### src/bfsa_pkg.sv
// Package for the best-fit segment allocator: payload structs, result codes,
// controller states, datapath commands and status. No dependencies.
package bfsa_pkg;

   localparam int MAX_SEGMENTS_DEF = 64;
   localparam logic [15:0] RESET_TOTAL_SIZE = 16'd2048;

   localparam logic [2:0] RC_OK       = 3'd0;
   localparam logic [2:0] RC_NOFIT    = 3'd1;
   localparam logic [2:0] RC_FULL     = 3'd2;
   localparam logic [2:0] RC_NOTFOUND = 3'd3;
   localparam logic [2:0] RC_ZERO     = 3'd4;

   typedef struct packed {
      logic        req_type;
      logic [15:0] req_size;
      logic [15:0] req_location;
   } req_item_type;

   typedef struct packed {
      logic [2:0]  result_code;
      logic [15:0] result_location;
   } rsp_item_type;

   typedef struct packed {
      logic [15:0] start;
      logic [15:0] length;
      logic        free;
   } seg_type;

   typedef enum logic [4:0] {
      ST_IDLE, ST_A_RD, ST_A_EV, ST_A_DEC, ST_UP_CHK, ST_UP_WR, ST_WR_REST,
      ST_WR_FRONT, ST_F_RD, ST_F_EV, ST_NX_RD, ST_NX_EV, ST_MRG, ST_DN_CHK,
      ST_DN_WR, ST_FIN
   } st_type;

   typedef enum logic [4:0] {
      OP_NONE, OP_START, OP_A_READ, OP_A_EVAL, OP_A_DEC, OP_UP_READ,
      OP_UP_WRITE, OP_WR_REST, OP_WR_FRONT, OP_F_READ, OP_F_EVAL, OP_NX_READ,
      OP_NX_EVAL, OP_MERGE, OP_DN_READ, OP_DN_WRITE, OP_RESULT
   } op_type;

   typedef struct packed {
      op_type     op;
      logic [2:0] code;
   } cmd_type;

   typedef struct packed {
      logic start_free;
      logic start_zero;
      logic scan_end;
      logic found;
      logic exact;
      logic full;
      logic up_done;
      logic hit;
      logic hit_free;
      logic merge_none;
      logic dn_end;
      logic rsp_busy;
   } sts_type;

endpackage

### src/best_fit_segment_allocator_top.sv
// Best-fit segment allocator, top level. Alloc scans the whole table for the best fit,
// then on a split shifts the entries above it up by one and writes the rest and front parts;
// free scans for the entry that starts at the given location, marks it free, merges it with
// free neighbours and shifts the following entries down. One item at a time; the next is
// accepted in the cycle after the result is loaded.
// Reset (synchronous): one free segment of 2048 units, written during reset.
// Depends on bfsa_pkg, bfsa_controller, bfsa_datapath.
module best_fit_segment_allocator_top import bfsa_pkg::*; #(
   parameter int MAX_SEGMENTS = MAX_SEGMENTS_DEF
) (
   input  logic         clock,
   input  logic         reset,
   input  logic         req_valid,
   output logic         req_ready,
   input  req_item_type req_data,
   output logic         rsp_valid,
   input  logic         rsp_ready,
   output rsp_item_type rsp_data,
   input  logic         csr_we,
   input  logic [15:0]  csr_wdata
);

   // command and status between sequencer and table datapath
   cmd_type cmd;
   sts_type sts;

   // sequencer: accepts an item only when idle; the result register in the
   // datapath holds a finished item until the far side takes it
   bfsa_controller u_ctrl (
      .clock     (clock),
      .reset     (reset),
      .req_valid (req_valid),
      .req_ready (req_ready),
      .sts       (sts),
      .cmd       (cmd)
   );

   // segment table (start, length, free mark) in a registered-read memory;
   // a total-size write re-lays entry 0 and sets the count back to one
   bfsa_datapath #(
      .MAX_SEGMENTS (MAX_SEGMENTS)
   ) u_dp (
      .clock     (clock),
      .reset     (reset),
      .req_data  (req_data),
      .rsp_ready (rsp_ready),
      .rsp_valid (rsp_valid),
      .rsp_data  (rsp_data),
      .csr_we    (csr_we),
      .csr_wdata (csr_wdata),
      .cmd       (cmd),
      .sts       (sts)
   );

endmodule

### src/bfsa_datapath.sv
// Datapath: segment table memory, scan/shift counters, result register.
// Depends on bfsa_pkg; driven by bfsa_controller commands.
module bfsa_datapath import bfsa_pkg::*; #(
   parameter int MAX_SEGMENTS = MAX_SEGMENTS_DEF
) (
   input  logic         clock,
   input  logic         reset,
   input  req_item_type req_data,
   input  logic         rsp_ready,
   output logic         rsp_valid,
   output rsp_item_type rsp_data,
   input  logic         csr_we,
   input  logic [15:0]  csr_wdata,
   input  cmd_type      cmd,
   output sts_type      sts
);

   localparam int IW = $clog2(MAX_SEGMENTS);
   localparam int CW = $clog2(MAX_SEGMENTS + 1);
   localparam logic [CW-1:0] MAX_CNT = CW'(MAX_SEGMENTS);

   seg_type mem [MAX_SEGMENTS];
   seg_type rd_ff;

   logic [CW-1:0] count_ff, count_in;
   logic [CW-1:0] idx_ff, idx_in;
   logic [IW-1:0] best_ff, best_in;
   seg_type       best_seg_ff, best_seg_in;
   logic          found_ff, found_in;
   seg_type       prev_ff, prev_in;
   seg_type       cur_ff, cur_in;
   logic          nxt_free_ff, nxt_free_in;
   logic [15:0]   nxt_len_ff, nxt_len_in;
   logic [1:0]    k_ff, k_in;
   req_item_type  req_ff, req_in;
   logic          rsp_valid_ff, rsp_valid_in;
   rsp_item_type  rsp_ff, rsp_in;

   logic [CW:0]   idx_p1, idx_k, best_p1w;
   logic [CW-1:0] idx_m1;
   logic [IW-1:0] rd_addr, wa;
   logic          we;
   seg_type       wd;
   logic          fits, prev_ok;
   logic [15:0]   nxt_add;

   assign idx_p1   = {1'b0, idx_ff} + (CW+1)'(1);
   assign idx_k    = {1'b0, idx_ff} + (CW+1)'(k_ff);
   assign idx_m1   = idx_ff - CW'(1);
   assign best_p1w = (CW+1)'(best_ff) + (CW+1)'(1);
   assign fits     = rd_ff.free && (rd_ff.length >= req_ff.req_size) &&
                     (!found_ff || (rd_ff.length < best_seg_ff.length));
   assign prev_ok  = (idx_ff != '0) && prev_ff.free;
   assign nxt_add  = nxt_free_ff ? nxt_len_ff : 16'd0;

   always_comb begin
      sts.start_free = req_data.req_type;
      sts.start_zero = (req_data.req_size == 16'd0);
      sts.scan_end   = (idx_ff == count_ff);
      sts.found      = found_ff;
      sts.exact      = (best_seg_ff.length == req_ff.req_size);
      sts.full       = (count_ff == MAX_CNT);
      sts.up_done    = (best_p1w == {1'b0, idx_ff});
      sts.hit        = (rd_ff.start == req_ff.req_location);
      sts.hit_free   = rd_ff.free;
      sts.merge_none = !prev_ok && !nxt_free_ff;
      sts.dn_end     = (idx_k >= {1'b0, count_ff});
      sts.rsp_busy   = rsp_valid_ff && !rsp_ready;
   end

   always_comb begin
      case (cmd.op)
         OP_UP_READ: rd_addr = idx_m1[IW-1:0];
         OP_NX_READ: rd_addr = idx_p1[IW-1:0];
         OP_DN_READ: rd_addr = idx_k[IW-1:0];
         default:    rd_addr = idx_ff[IW-1:0];
      endcase
   end

   // table write port; reset and register writes lay down the single free segment
   always_comb begin
      we = 1'b0;
      wa = '0;
      wd = '{start: 16'd0, length: RESET_TOTAL_SIZE, free: 1'b1};
      if (reset) begin
         we = 1'b1;
      end else if (csr_we) begin
         we = 1'b1;
         wd = '{start: 16'd0, length: csr_wdata, free: 1'b1};
      end else begin
         case (cmd.op)
            OP_A_DEC: begin
               we = found_ff && sts.exact;
               wa = best_ff;
               wd = '{start: best_seg_ff.start, length: best_seg_ff.length, free: 1'b0};
            end
            OP_UP_WRITE, OP_DN_WRITE: begin
               we = 1'b1;
               wa = idx_ff[IW-1:0];
               wd = rd_ff;
            end
            OP_WR_REST: begin
               we = 1'b1;
               wa = best_p1w[IW-1:0];
               wd = '{start: best_seg_ff.start + req_ff.req_size,
                      length: best_seg_ff.length - req_ff.req_size, free: 1'b1};
            end
            OP_WR_FRONT: begin
               we = 1'b1;
               wa = best_ff;
               wd = '{start: best_seg_ff.start, length: req_ff.req_size, free: 1'b0};
            end
            OP_MERGE: begin
               we = 1'b1;
               if (prev_ok) begin
                  wa = idx_m1[IW-1:0];
                  wd = '{start: prev_ff.start,
                         length: prev_ff.length + cur_ff.length + nxt_add, free: 1'b1};
               end else begin
                  wa = idx_ff[IW-1:0];
                  wd = '{start: cur_ff.start, length: cur_ff.length + nxt_add,
                         free: 1'b1};
               end
            end
            default: we = 1'b0;
         endcase
      end
   end

   always_ff @(posedge clock) begin
      if (we) begin
         mem[wa] <= wd;
      end
      rd_ff <= mem[rd_addr];
   end

   always_comb begin
      count_in     = count_ff;
      idx_in       = idx_ff;
      best_in      = best_ff;
      best_seg_in  = best_seg_ff;
      found_in     = found_ff;
      prev_in      = prev_ff;
      cur_in       = cur_ff;
      nxt_free_in  = nxt_free_ff;
      nxt_len_in   = nxt_len_ff;
      k_in         = k_ff;
      req_in       = req_ff;
      rsp_in       = rsp_ff;
      rsp_valid_in = rsp_valid_ff && !rsp_ready;
      case (cmd.op)
         OP_START: begin
            req_in   = req_data;
            idx_in   = '0;
            found_in = 1'b0;
         end
         OP_A_EVAL: begin
            if (fits) begin
               best_in     = idx_ff[IW-1:0];
               best_seg_in = rd_ff;
               found_in    = 1'b1;
            end
            idx_in = idx_p1[CW-1:0];
         end
         OP_A_DEC: begin
            if (found_ff && !sts.exact && !sts.full) begin
               idx_in = count_ff;
            end
         end
         OP_UP_WRITE: idx_in = idx_m1;
         OP_WR_REST:  count_in = count_ff + CW'(1);
         OP_F_EVAL: begin
            if (sts.hit) begin
               cur_in = rd_ff;
            end else begin
               prev_in = rd_ff;
               idx_in  = idx_p1[CW-1:0];
            end
         end
         OP_NX_EVAL: begin
            nxt_free_in = (idx_p1 < {1'b0, count_ff}) && rd_ff.free;
            nxt_len_in  = rd_ff.length;
         end
         OP_MERGE: begin
            if (prev_ok && nxt_free_ff) begin
               k_in = 2'd2;
            end else if (prev_ok) begin
               k_in = 2'd1;
            end else begin
               k_in   = 2'd1;
               idx_in = idx_p1[CW-1:0];
            end
         end
         OP_DN_READ: begin
            if (sts.dn_end) begin
               count_in = count_ff - CW'(k_ff);
            end
         end
         OP_DN_WRITE: idx_in = idx_p1[CW-1:0];
         OP_RESULT: begin
            if (!sts.rsp_busy) begin
               rsp_valid_in = 1'b1;
               rsp_in.result_code = cmd.code;
               if (cmd.code != RC_OK) begin
                  rsp_in.result_location = 16'd0;
               end else if (req_ff.req_type) begin
                  rsp_in.result_location = req_ff.req_location;
               end else begin
                  rsp_in.result_location = best_seg_ff.start;
               end
            end
         end
         default: count_in = count_ff;
      endcase
      if (csr_we) begin
         count_in = CW'(1);
         idx_in   = '0;
      end
   end

   always_ff @(posedge clock) begin
      if (reset) begin
         count_ff     <= CW'(1);
         idx_ff       <= '0;
         found_ff     <= 1'b0;
         rsp_valid_ff <= 1'b0;
      end else begin
         count_ff     <= count_in;
         idx_ff       <= idx_in;
         found_ff     <= found_in;
         rsp_valid_ff <= rsp_valid_in;
      end
      best_ff     <= best_in;
      best_seg_ff <= best_seg_in;
      prev_ff     <= prev_in;
      cur_ff      <= cur_in;
      nxt_free_ff <= nxt_free_in;
      nxt_len_ff  <= nxt_len_in;
      k_ff        <= k_in;
      req_ff      <= req_in;
      rsp_ff      <= rsp_in;
   end

   assign rsp_valid = rsp_valid_ff;
   assign rsp_data  = rsp_ff;

   a_count_range: assert property (@(posedge clock) disable iff (reset)
      (count_ff >= CW'(1)) && (count_ff <= MAX_CNT))
      else $error("segment count out of range");
   a_idx_bound: assert property (@(posedge clock) disable iff (reset)
      idx_ff <= count_ff)
      else $error("table index beyond segment count");
   a_err_loc: assert property (@(posedge clock) disable iff (reset)
      rsp_valid_ff && (rsp_ff.result_code != RC_OK) |-> rsp_ff.result_location == 16'd0)
      else $error("error result with non-zero location");

endmodule

### src/bfsa_controller.sv
// Controller FSM: sequences scan, shift and merge steps of the datapath.
// Depends on bfsa_pkg; talks to bfsa_datapath through cmd/sts structs.
module bfsa_controller import bfsa_pkg::*; (
   input  logic    clock,
   input  logic    reset,
   input  logic    req_valid,
   output logic    req_ready,
   input  sts_type sts,
   output cmd_type cmd
);

   st_type     state_ff, state_in;
   logic [2:0] code_ff, code_in;

   always_comb begin
      state_in = state_ff;
      code_in  = code_ff;
      case (state_ff)
         ST_IDLE: begin
            if (req_valid) begin
               if (sts.start_free) begin
                  state_in = ST_F_RD;
               end else if (sts.start_zero) begin
                  state_in = ST_FIN;
                  code_in  = RC_ZERO;
               end else begin
                  state_in = ST_A_RD;
               end
            end
         end
         ST_A_RD: state_in = sts.scan_end ? ST_A_DEC : ST_A_EV;
         ST_A_EV: state_in = ST_A_RD;
         ST_A_DEC: begin
            state_in = ST_FIN;
            if (!sts.found) begin
               code_in = RC_NOFIT;
            end else if (sts.exact) begin
               code_in = RC_OK;
            end else if (sts.full) begin
               code_in = RC_FULL;
            end else begin
               state_in = ST_UP_CHK;
            end
         end
         ST_UP_CHK:   state_in = sts.up_done ? ST_WR_REST : ST_UP_WR;
         ST_UP_WR:    state_in = ST_UP_CHK;
         ST_WR_REST:  state_in = ST_WR_FRONT;
         ST_WR_FRONT: begin
            state_in = ST_FIN;
            code_in  = RC_OK;
         end
         ST_F_RD: begin
            if (sts.scan_end) begin
               state_in = ST_FIN;
               code_in  = RC_NOTFOUND;
            end else begin
               state_in = ST_F_EV;
            end
         end
         ST_F_EV: begin
            if (!sts.hit) begin
               state_in = ST_F_RD;
            end else if (sts.hit_free) begin
               state_in = ST_FIN;
               code_in  = RC_NOTFOUND;
            end else begin
               state_in = ST_NX_RD;
            end
         end
         ST_NX_RD: state_in = ST_NX_EV;
         ST_NX_EV: state_in = ST_MRG;
         ST_MRG: begin
            code_in  = RC_OK;
            state_in = sts.merge_none ? ST_FIN : ST_DN_CHK;
         end
         ST_DN_CHK: state_in = sts.dn_end ? ST_FIN : ST_DN_WR;
         ST_DN_WR:  state_in = ST_DN_CHK;
         ST_FIN:    state_in = sts.rsp_busy ? ST_FIN : ST_IDLE;
         default:   state_in = ST_IDLE;
      endcase
   end

   always_comb begin
      req_ready = 1'b0;
      cmd.code  = code_ff;
      case (state_ff)
         ST_IDLE: begin
            req_ready = 1'b1;
            cmd.op    = req_valid ? OP_START : OP_NONE;
         end
         ST_A_RD:     cmd.op = OP_A_READ;
         ST_A_EV:     cmd.op = OP_A_EVAL;
         ST_A_DEC:    cmd.op = OP_A_DEC;
         ST_UP_CHK:   cmd.op = OP_UP_READ;
         ST_UP_WR:    cmd.op = OP_UP_WRITE;
         ST_WR_REST:  cmd.op = OP_WR_REST;
         ST_WR_FRONT: cmd.op = OP_WR_FRONT;
         ST_F_RD:     cmd.op = OP_F_READ;
         ST_F_EV:     cmd.op = OP_F_EVAL;
         ST_NX_RD:    cmd.op = OP_NX_READ;
         ST_NX_EV:    cmd.op = OP_NX_EVAL;
         ST_MRG:      cmd.op = OP_MERGE;
         ST_DN_CHK:   cmd.op = OP_DN_READ;
         ST_DN_WR:    cmd.op = OP_DN_WRITE;
         ST_FIN:      cmd.op = OP_RESULT;
         default:     cmd.op = OP_NONE;
      endcase
   end

   always_ff @(posedge clock) begin
      if (reset) begin
         state_ff <= ST_IDLE;
         code_ff  <= RC_OK;
      end else begin
         state_ff <= state_in;
         code_ff  <= code_in;
      end
   end

endmodule

### config.mk
export PLATFORM = sky130hd
export DESIGN_NAME = best_fit_segment_allocator_top
export DESIGN_NICKNAME = d
export VERILOG_FILES = /design/src/bfsa_pkg.sv /design/src/best_fit_segment_allocator_top.sv /design/src/bfsa_datapath.sv /design/src/bfsa_controller.sv
export SDC_FILE = /design/constraint.sdc
export NUM_CORES = 2
export LEC_CHECK = 0
export BUFFER_PORTS_ARGS = -buffer_cell sky130_fd_sc_hd__buf_2
export CORE_MARGIN = 3
export CORE_UTILIZATION = 32
export DETAILED_ROUTE_END_ITERATION = 16
export PLACE_DENSITY_LB_ADDON = 0.15
export SETUP_SLACK_MARGIN = 0.4
export SLEW_MARGIN = 20
export SYNTH_ARGS = -nofsm -noshare
export SYNTH_HDL_FRONTEND = slang
export SYNTH_SLANG_ARGS = --single-unit
### constraint.sdc
create_clock -name clock -period 6.59 [get_ports clock]
set_input_delay 0.3295 -clock clock [delete_from_list [all_inputs] [get_ports clock]]
set_output_delay 0.3295 -clock clock [all_outputs]
set_load 0.05 [all_outputs]
# Yosys cells after proc, flatten, opt, wreduce, memory -nomap -nowiden
# Memory sizes are Yosys's and may differ from the RTL's. A register that Yosys moved wholly into a read port is not among the register bits.
# Cells that the tools add are included.
# totals
memories	1
elab_cells	181
mem_bits_rw	2112
mem_bits_ro	0
regBits	198
latch_bits	0
# op_classes
bitwise	2
magnitude_cmp	4
reduce_logical	39
muxes	55
n_div	0
multipliers	0
add_sub_neg	11
n_eq_ne	47
shift	0
# mem_list
memory	depth	width	read_ports	rd_clocked_by_memory_dff	write_ports	line_no	rtl
u_dp.mem	64	33	1	1	1	bfsa_datapath.sv:22	seg_type mem [MAX_SEGMENTS];
# ops
cell	count
one-hot mux 33 bit (5 select lines)	1
one-hot mux 5 bit (16 select lines)	2
2-to-1 mux 33 bit	3
== test 5 x 4 -> 1 bit, second input constant	15
adder 16 bit	4
one-hot mux 7 bit (6 select lines)	1
== test 5 x 3 -> 1 bit, second input constant	8
2-to-1 mux 7 bit	5
2-to-1 mux 3 bit	11
== test 16 bit	2
2-to-1 mux 16 bit	2
2-to-1 mux 5 bit	5
one-hot mux 6 bit (4 select lines)	1
2-to-1 mux 6 bit	3
one-hot mux 6 bit (3 select lines)	1
greater-or-equal comparator 16 bit	1
zero test 16 bit	1
< comparator 16 bit	1
subtractor 16 bit	1
== test 5 x 2 -> 1 bit, second input constant	3
one-hot mux 3 bit (5 select lines)	1
inequality test 2 bit, second input constant	7
one-hot mux 7 bit (2 select lines)	1
2-to-1 mux 4 bit	3
33 further kinds	75

# Logic depth before layout (Yosys ltp)
# logic_depth
depth_word	9
mapped_depth	16

# By module
# Synthesis repeated with hierarchy kept, for this count alone.
# hier_totals
hier_cells	5398
area_unflattened_um2	95640.5
# by_module_without_submodules
module	n_inst	area_per_inst_um2	seq_area_each_um2	cells_each
bfsa_datapath	1	94982.3	69626.8	5313
bfsa_controller	1	658.1	140.1	85

# Worst setup path before layout
# Ideal clock, no wire load.
# synth_timing
kind	reg2reg
start	reg u_dp.nxt_free_ff
end	mem u_dp.mem[0][10] (netlist bit), data pin
slack_ns	0.316
path_buffers	1
stages_incl_launch_ff	15
arrival_time_ns	5.534
synth_period_minus_slack_ns	6.274
cell_sequence	edfxtp_1 clkbuf_1 nand2_1 fa_1 inv_1 ha_1 inv_1 fa_1 nor2b_1 o21ai_0 a21o_1 a21oi_1 xor2_1 a221oi_1 a221oi_1
# synth_rtl
item	line_no	rtl
start: declaration	bfsa_datapath.sv:32	logic nxt_free_ff, nxt_free_in;
start signal: assignment	bfsa_datapath.sv:237	nxt_free_ff <= nxt_free_in;
end: declaration	bfsa_datapath.sv:22	

# Final worst setup path
# layout_timing
start	reg u_ctrl.state_ff[1]
end	reg, netlist name u_dp.rd_ff[26]
# layout_via
elab_chain_len	4
word_cells_on_any_way	21
# layout_lines
item	line_no	rtl
start: declaration	bfsa_controller.sv:12	st_type state_ff, state_in;
start signal: assignment	bfsa_controller.sv:115	state_ff <= state_in;
== test 5 x 4 -> 1 bit (tied with other cells)	bfsa_controller.sv:86	case (state_ff)
one-hot mux 5 bit (16 select lines) (*)	bfsa_controller.sv:86	
== test 5 x 4 -> 1 bit / == test 5 x 3 -> 1 bit (equally long branches)	bfsa_datapath.sv:72	case (cmd.op)
one-hot mux 6 bit (3 select lines) (*)	bfsa_datapath.sv:72	
# Every way passes the cells marked *; elsewhere a longest branch is shown, timed or not.
# A chain may end at the register's enable or synchronous reset.

==> summary.md <==
| Metric | Value |
|---|---|
| Status | finished, final reports clean |
| Worst Skew | 74.20 ps |
| Most common cell in the netlist | edfxtp_1 |
| Post-synth top area share | 70.19% |
| DRC viols | 0 |
| First-pass GRT wire length | 477100 µm |
| Routability Congestion | 0.8878 |
| Critical path cell sequence | nand4b_2 -> inv_2 -> and3_1 -> o31ai_4 -> buf_12 -> a21oi_1 -> a221oi_1 -> a311oi_1 -> a21oi_1 -> a21oi_1 -> nor4b_2 |
| Num rows | 202 |
| DIE WIDTH | 558.9 µm |
| RSZ-0062 raised after global routing | no |
| Max Transition Viols Final | 0 |
| Final-report setup violation count | 0 |
| Crit path kind | register to register |
| Vias | 64130 |
| Crit path launch | u_ctrl.state_ff[1] |
| Mean Syn Cell Area | 12.95 µm² |
| Post-Route WL | 339100 µm |
| Class of the worst hold path | input pin to register |
| Most used cell, CP | a21oi_1 |
| DP HPWL | 204000 µm |
| CTS tree | built |
| Tot GR Track Use | 21.19% |
| Clk sinks | 2342 |
| IO Pins | 75 |
| H-tree level count | 5 |
| Pre-CTS setup slack | 1312 ps |
| Synthesized Nets | 7744 |
| Crit-path max FO | 95 |
| Distinct cells, synth | 91 |
| Worst-Margin Slew | 1192 ps |
| Post-Synthesis Cells | 7553 |
| Register area share after synthesis | 71.33% |
| YS warnings | 0 |
| Leakage | 39.80 nW |
| Core footprint | 303500 µm² |
| Min-Delay Startpoint | req_data[7] |
| Largest net degree at the start of global routing | 135 |
| Setup TNS | 0 ps |
| Peak VDD IR | 0.2038 mV |
| Vias in the first global route | 61640 |
| Final hold violations | 0 |
| Net count, final | 7931 |
| Share of layout cells above drive strength 1 | 11.97% |
| Max incr delay on CP | 1030 ps |
| Synth cell count leaders | edfxtp_1, nand2_1, nand3_1 |
| # Post-CTS Setup Buffers | 0 |
| Starting density of the core | 32.22% |
| Grt total ovfl | 0 |
| Mapped cell area | 97810 µm² |
| Routed wire per std cell | 28.17 µm |
| Crit path time final | 5451 ps |
| Clk slew on worst S/H paths | 60 ps |
| Reg2Reg Launch Point | u_ctrl.state_ff[1] |
| Dominant cell type by area after synthesis | edfxtp_1 |
| Most area-consuming cells after synthesis | edfxtp_1, nand2_1, nand3_1 |
| Area after DPL | 104800 µm² |
| Post-synth ARST share | 0% |
| DR iter-0 viols | 6766 |
| Root Driver | clkbuf_16 |
| 1st-pass router iterations | 7 |
| Total power | 36.33 mW |
| CP Capture Type | register |
| Rel. slew slack | 20.55% |
| Antenna violations before repair | 24 |
| EDFF count, synth | 2286 |
| Max Root-Sink Buffers | 4 |
| Final ANT Viol Nets | 0 |
| CP startpoint kind | register |
| IO Port Bufs | 74 |
| Max Freq | 0.1834 GHz |
| Main synth FF type | edfxtp_1 |
| Synthesis-to-finish area growth | 16.17% |
| Seq cells post-synth | 2342 |
| CP max-delay cell | dfxtp_1 |
| Power Density | 319.7 nW/µm² |
| Max-cap violations | 0 |
| WP data arrival | 6160 ps |
| Required time of the critical path | 7300 ps |
| Die Area | 312300 µm² |
| Slack of the critical path | 1139 ps |
| Design area | 113600 µm² |
| Die height | 558.9 µm |
| Clock Latency Late Sink | 890 ps |
| Avg Vias per Cell | 5.327 |
| Cts bufs inserted | 269 |
| Tcrit/Tclk final | 82.72% |
-- through the flow --
step | hold slack, ps | util, % | std cells
after floorplan | 402.9 | - | 7553
after global placement | 509.6 | 34.51 | 11510
after detailed placement | 508.4 | 34.54 | 11510
after CTS | 67.58 | 37.41 | 12020
after global routing | 131.0 | 37.42 | 12020
final | 157.4 | 37.43 | 12040
-- metal layers --
layer | vias up | wire length (µm) | track usage, %
met4 | 4 | 10220 | 6.121
met1 | 33050 | 153300 | 30.45
met2 | 2174 | 154800 | 33.42
met5 | - | 28 | 0
met3 | 398 | 20710 | 2.908
li1 | 28510 | - | -
-- cell families (layout without fill, tap and decap cells) --
group / Yosys count / in the layout / share of synthesized area (%)
flops: 2342 / 2342 / 71.33
buf+inv: 567 / 949 / 2.582
mux: 42 / 42 / 0.6243
simple gates: 3318 / 3318 / 14.79
other cells: 0 / 24 / 0
compound gates: 1045 / 1045 / 7.843
xor+xnor: 102 / 102 / 0.9134
fa+ha+maj: 137 / 137 / 1.914
-- placed cells by master (no fill, tap or decap), types with 116 or more instances in the layout --
master	count
ha_1	116
edfxtp_1	2286
buf_4	248
clkbuf_16	276
a311oi_1	160
nand2_1	2149
and3_1	274
a31oi_1	236
a21oi_1	135
nand3_1	539
-- worst paths after layout --
check,depth (start not counted),end,slack [ps]
worst max-delay path,11,u_dp.rd_ff[26],1140
worst min-delay path,2,u_dp.req_ff[7],160
worst max register to register,11,u_dp.rd_ff[26],1140
worst min register to register,2,u_ctrl.code_ff[1],530
-- area by class of cell --
| class | instances | area, µm² |
|---|---|---|
| repair buffers | 401 | 3463 |
| well taps | 4080 | 5105 |
| clock buffers | 342 | 7194 |
| clock inverters | 124 | 1152 |
| flip-flops and latches | 2342 | 69770 |
| multi-input cells | 4644 | 26570 |
| fillers | 28990 | 189900 |
| diodes | 24 | 60.06 |
| inverters | 82 | 307.8 |
-- flip-flops by register name, summed over array words and instances, names as in the netlist, 2 cells and up --
signal / cells
u_dp.count_ff: 7
u_ctrl.state_ff: 4
u_dp.req_ff: 33
u_dp.rsp_data: 19
u_dp.nxt_len_ff: 16
u_dp.cur_ff: 32
u_dp.prev_ff: 33
u_dp.best_ff: 6
u_dp.k_ff: 2
u_dp.mem: 2112
u_dp.best_seg_ff: 32
u_dp.rd_ff: 32
u_ctrl.code_ff: 3
u_dp.idx_ff: 7
-- repair_timing --
item                                   4_1_cts  5_1_grt
endpoints found under the hold margin       38        0
resized for setup                            0        0
hold buffers                                35        0
-- worst max-delay path, delay by kind of cell, from the launching register on --
family                 cells  cell delay, ps
buffers and inverters      2             730
DFF                        1            1030
and+or+nand+nor            3            1540
AOI/OAI and AO/OA          6            1840
-- power breakdown --
part           leakage, nW  internal (mW)  switching [mW]  total (mW)
clock                 4.06           8.34            6.13        14.5
combinational         13.4           1.48            3.34        4.81
sequential            22.3           16.5           0.547        17.0
(Power assumes the default switching activity.)
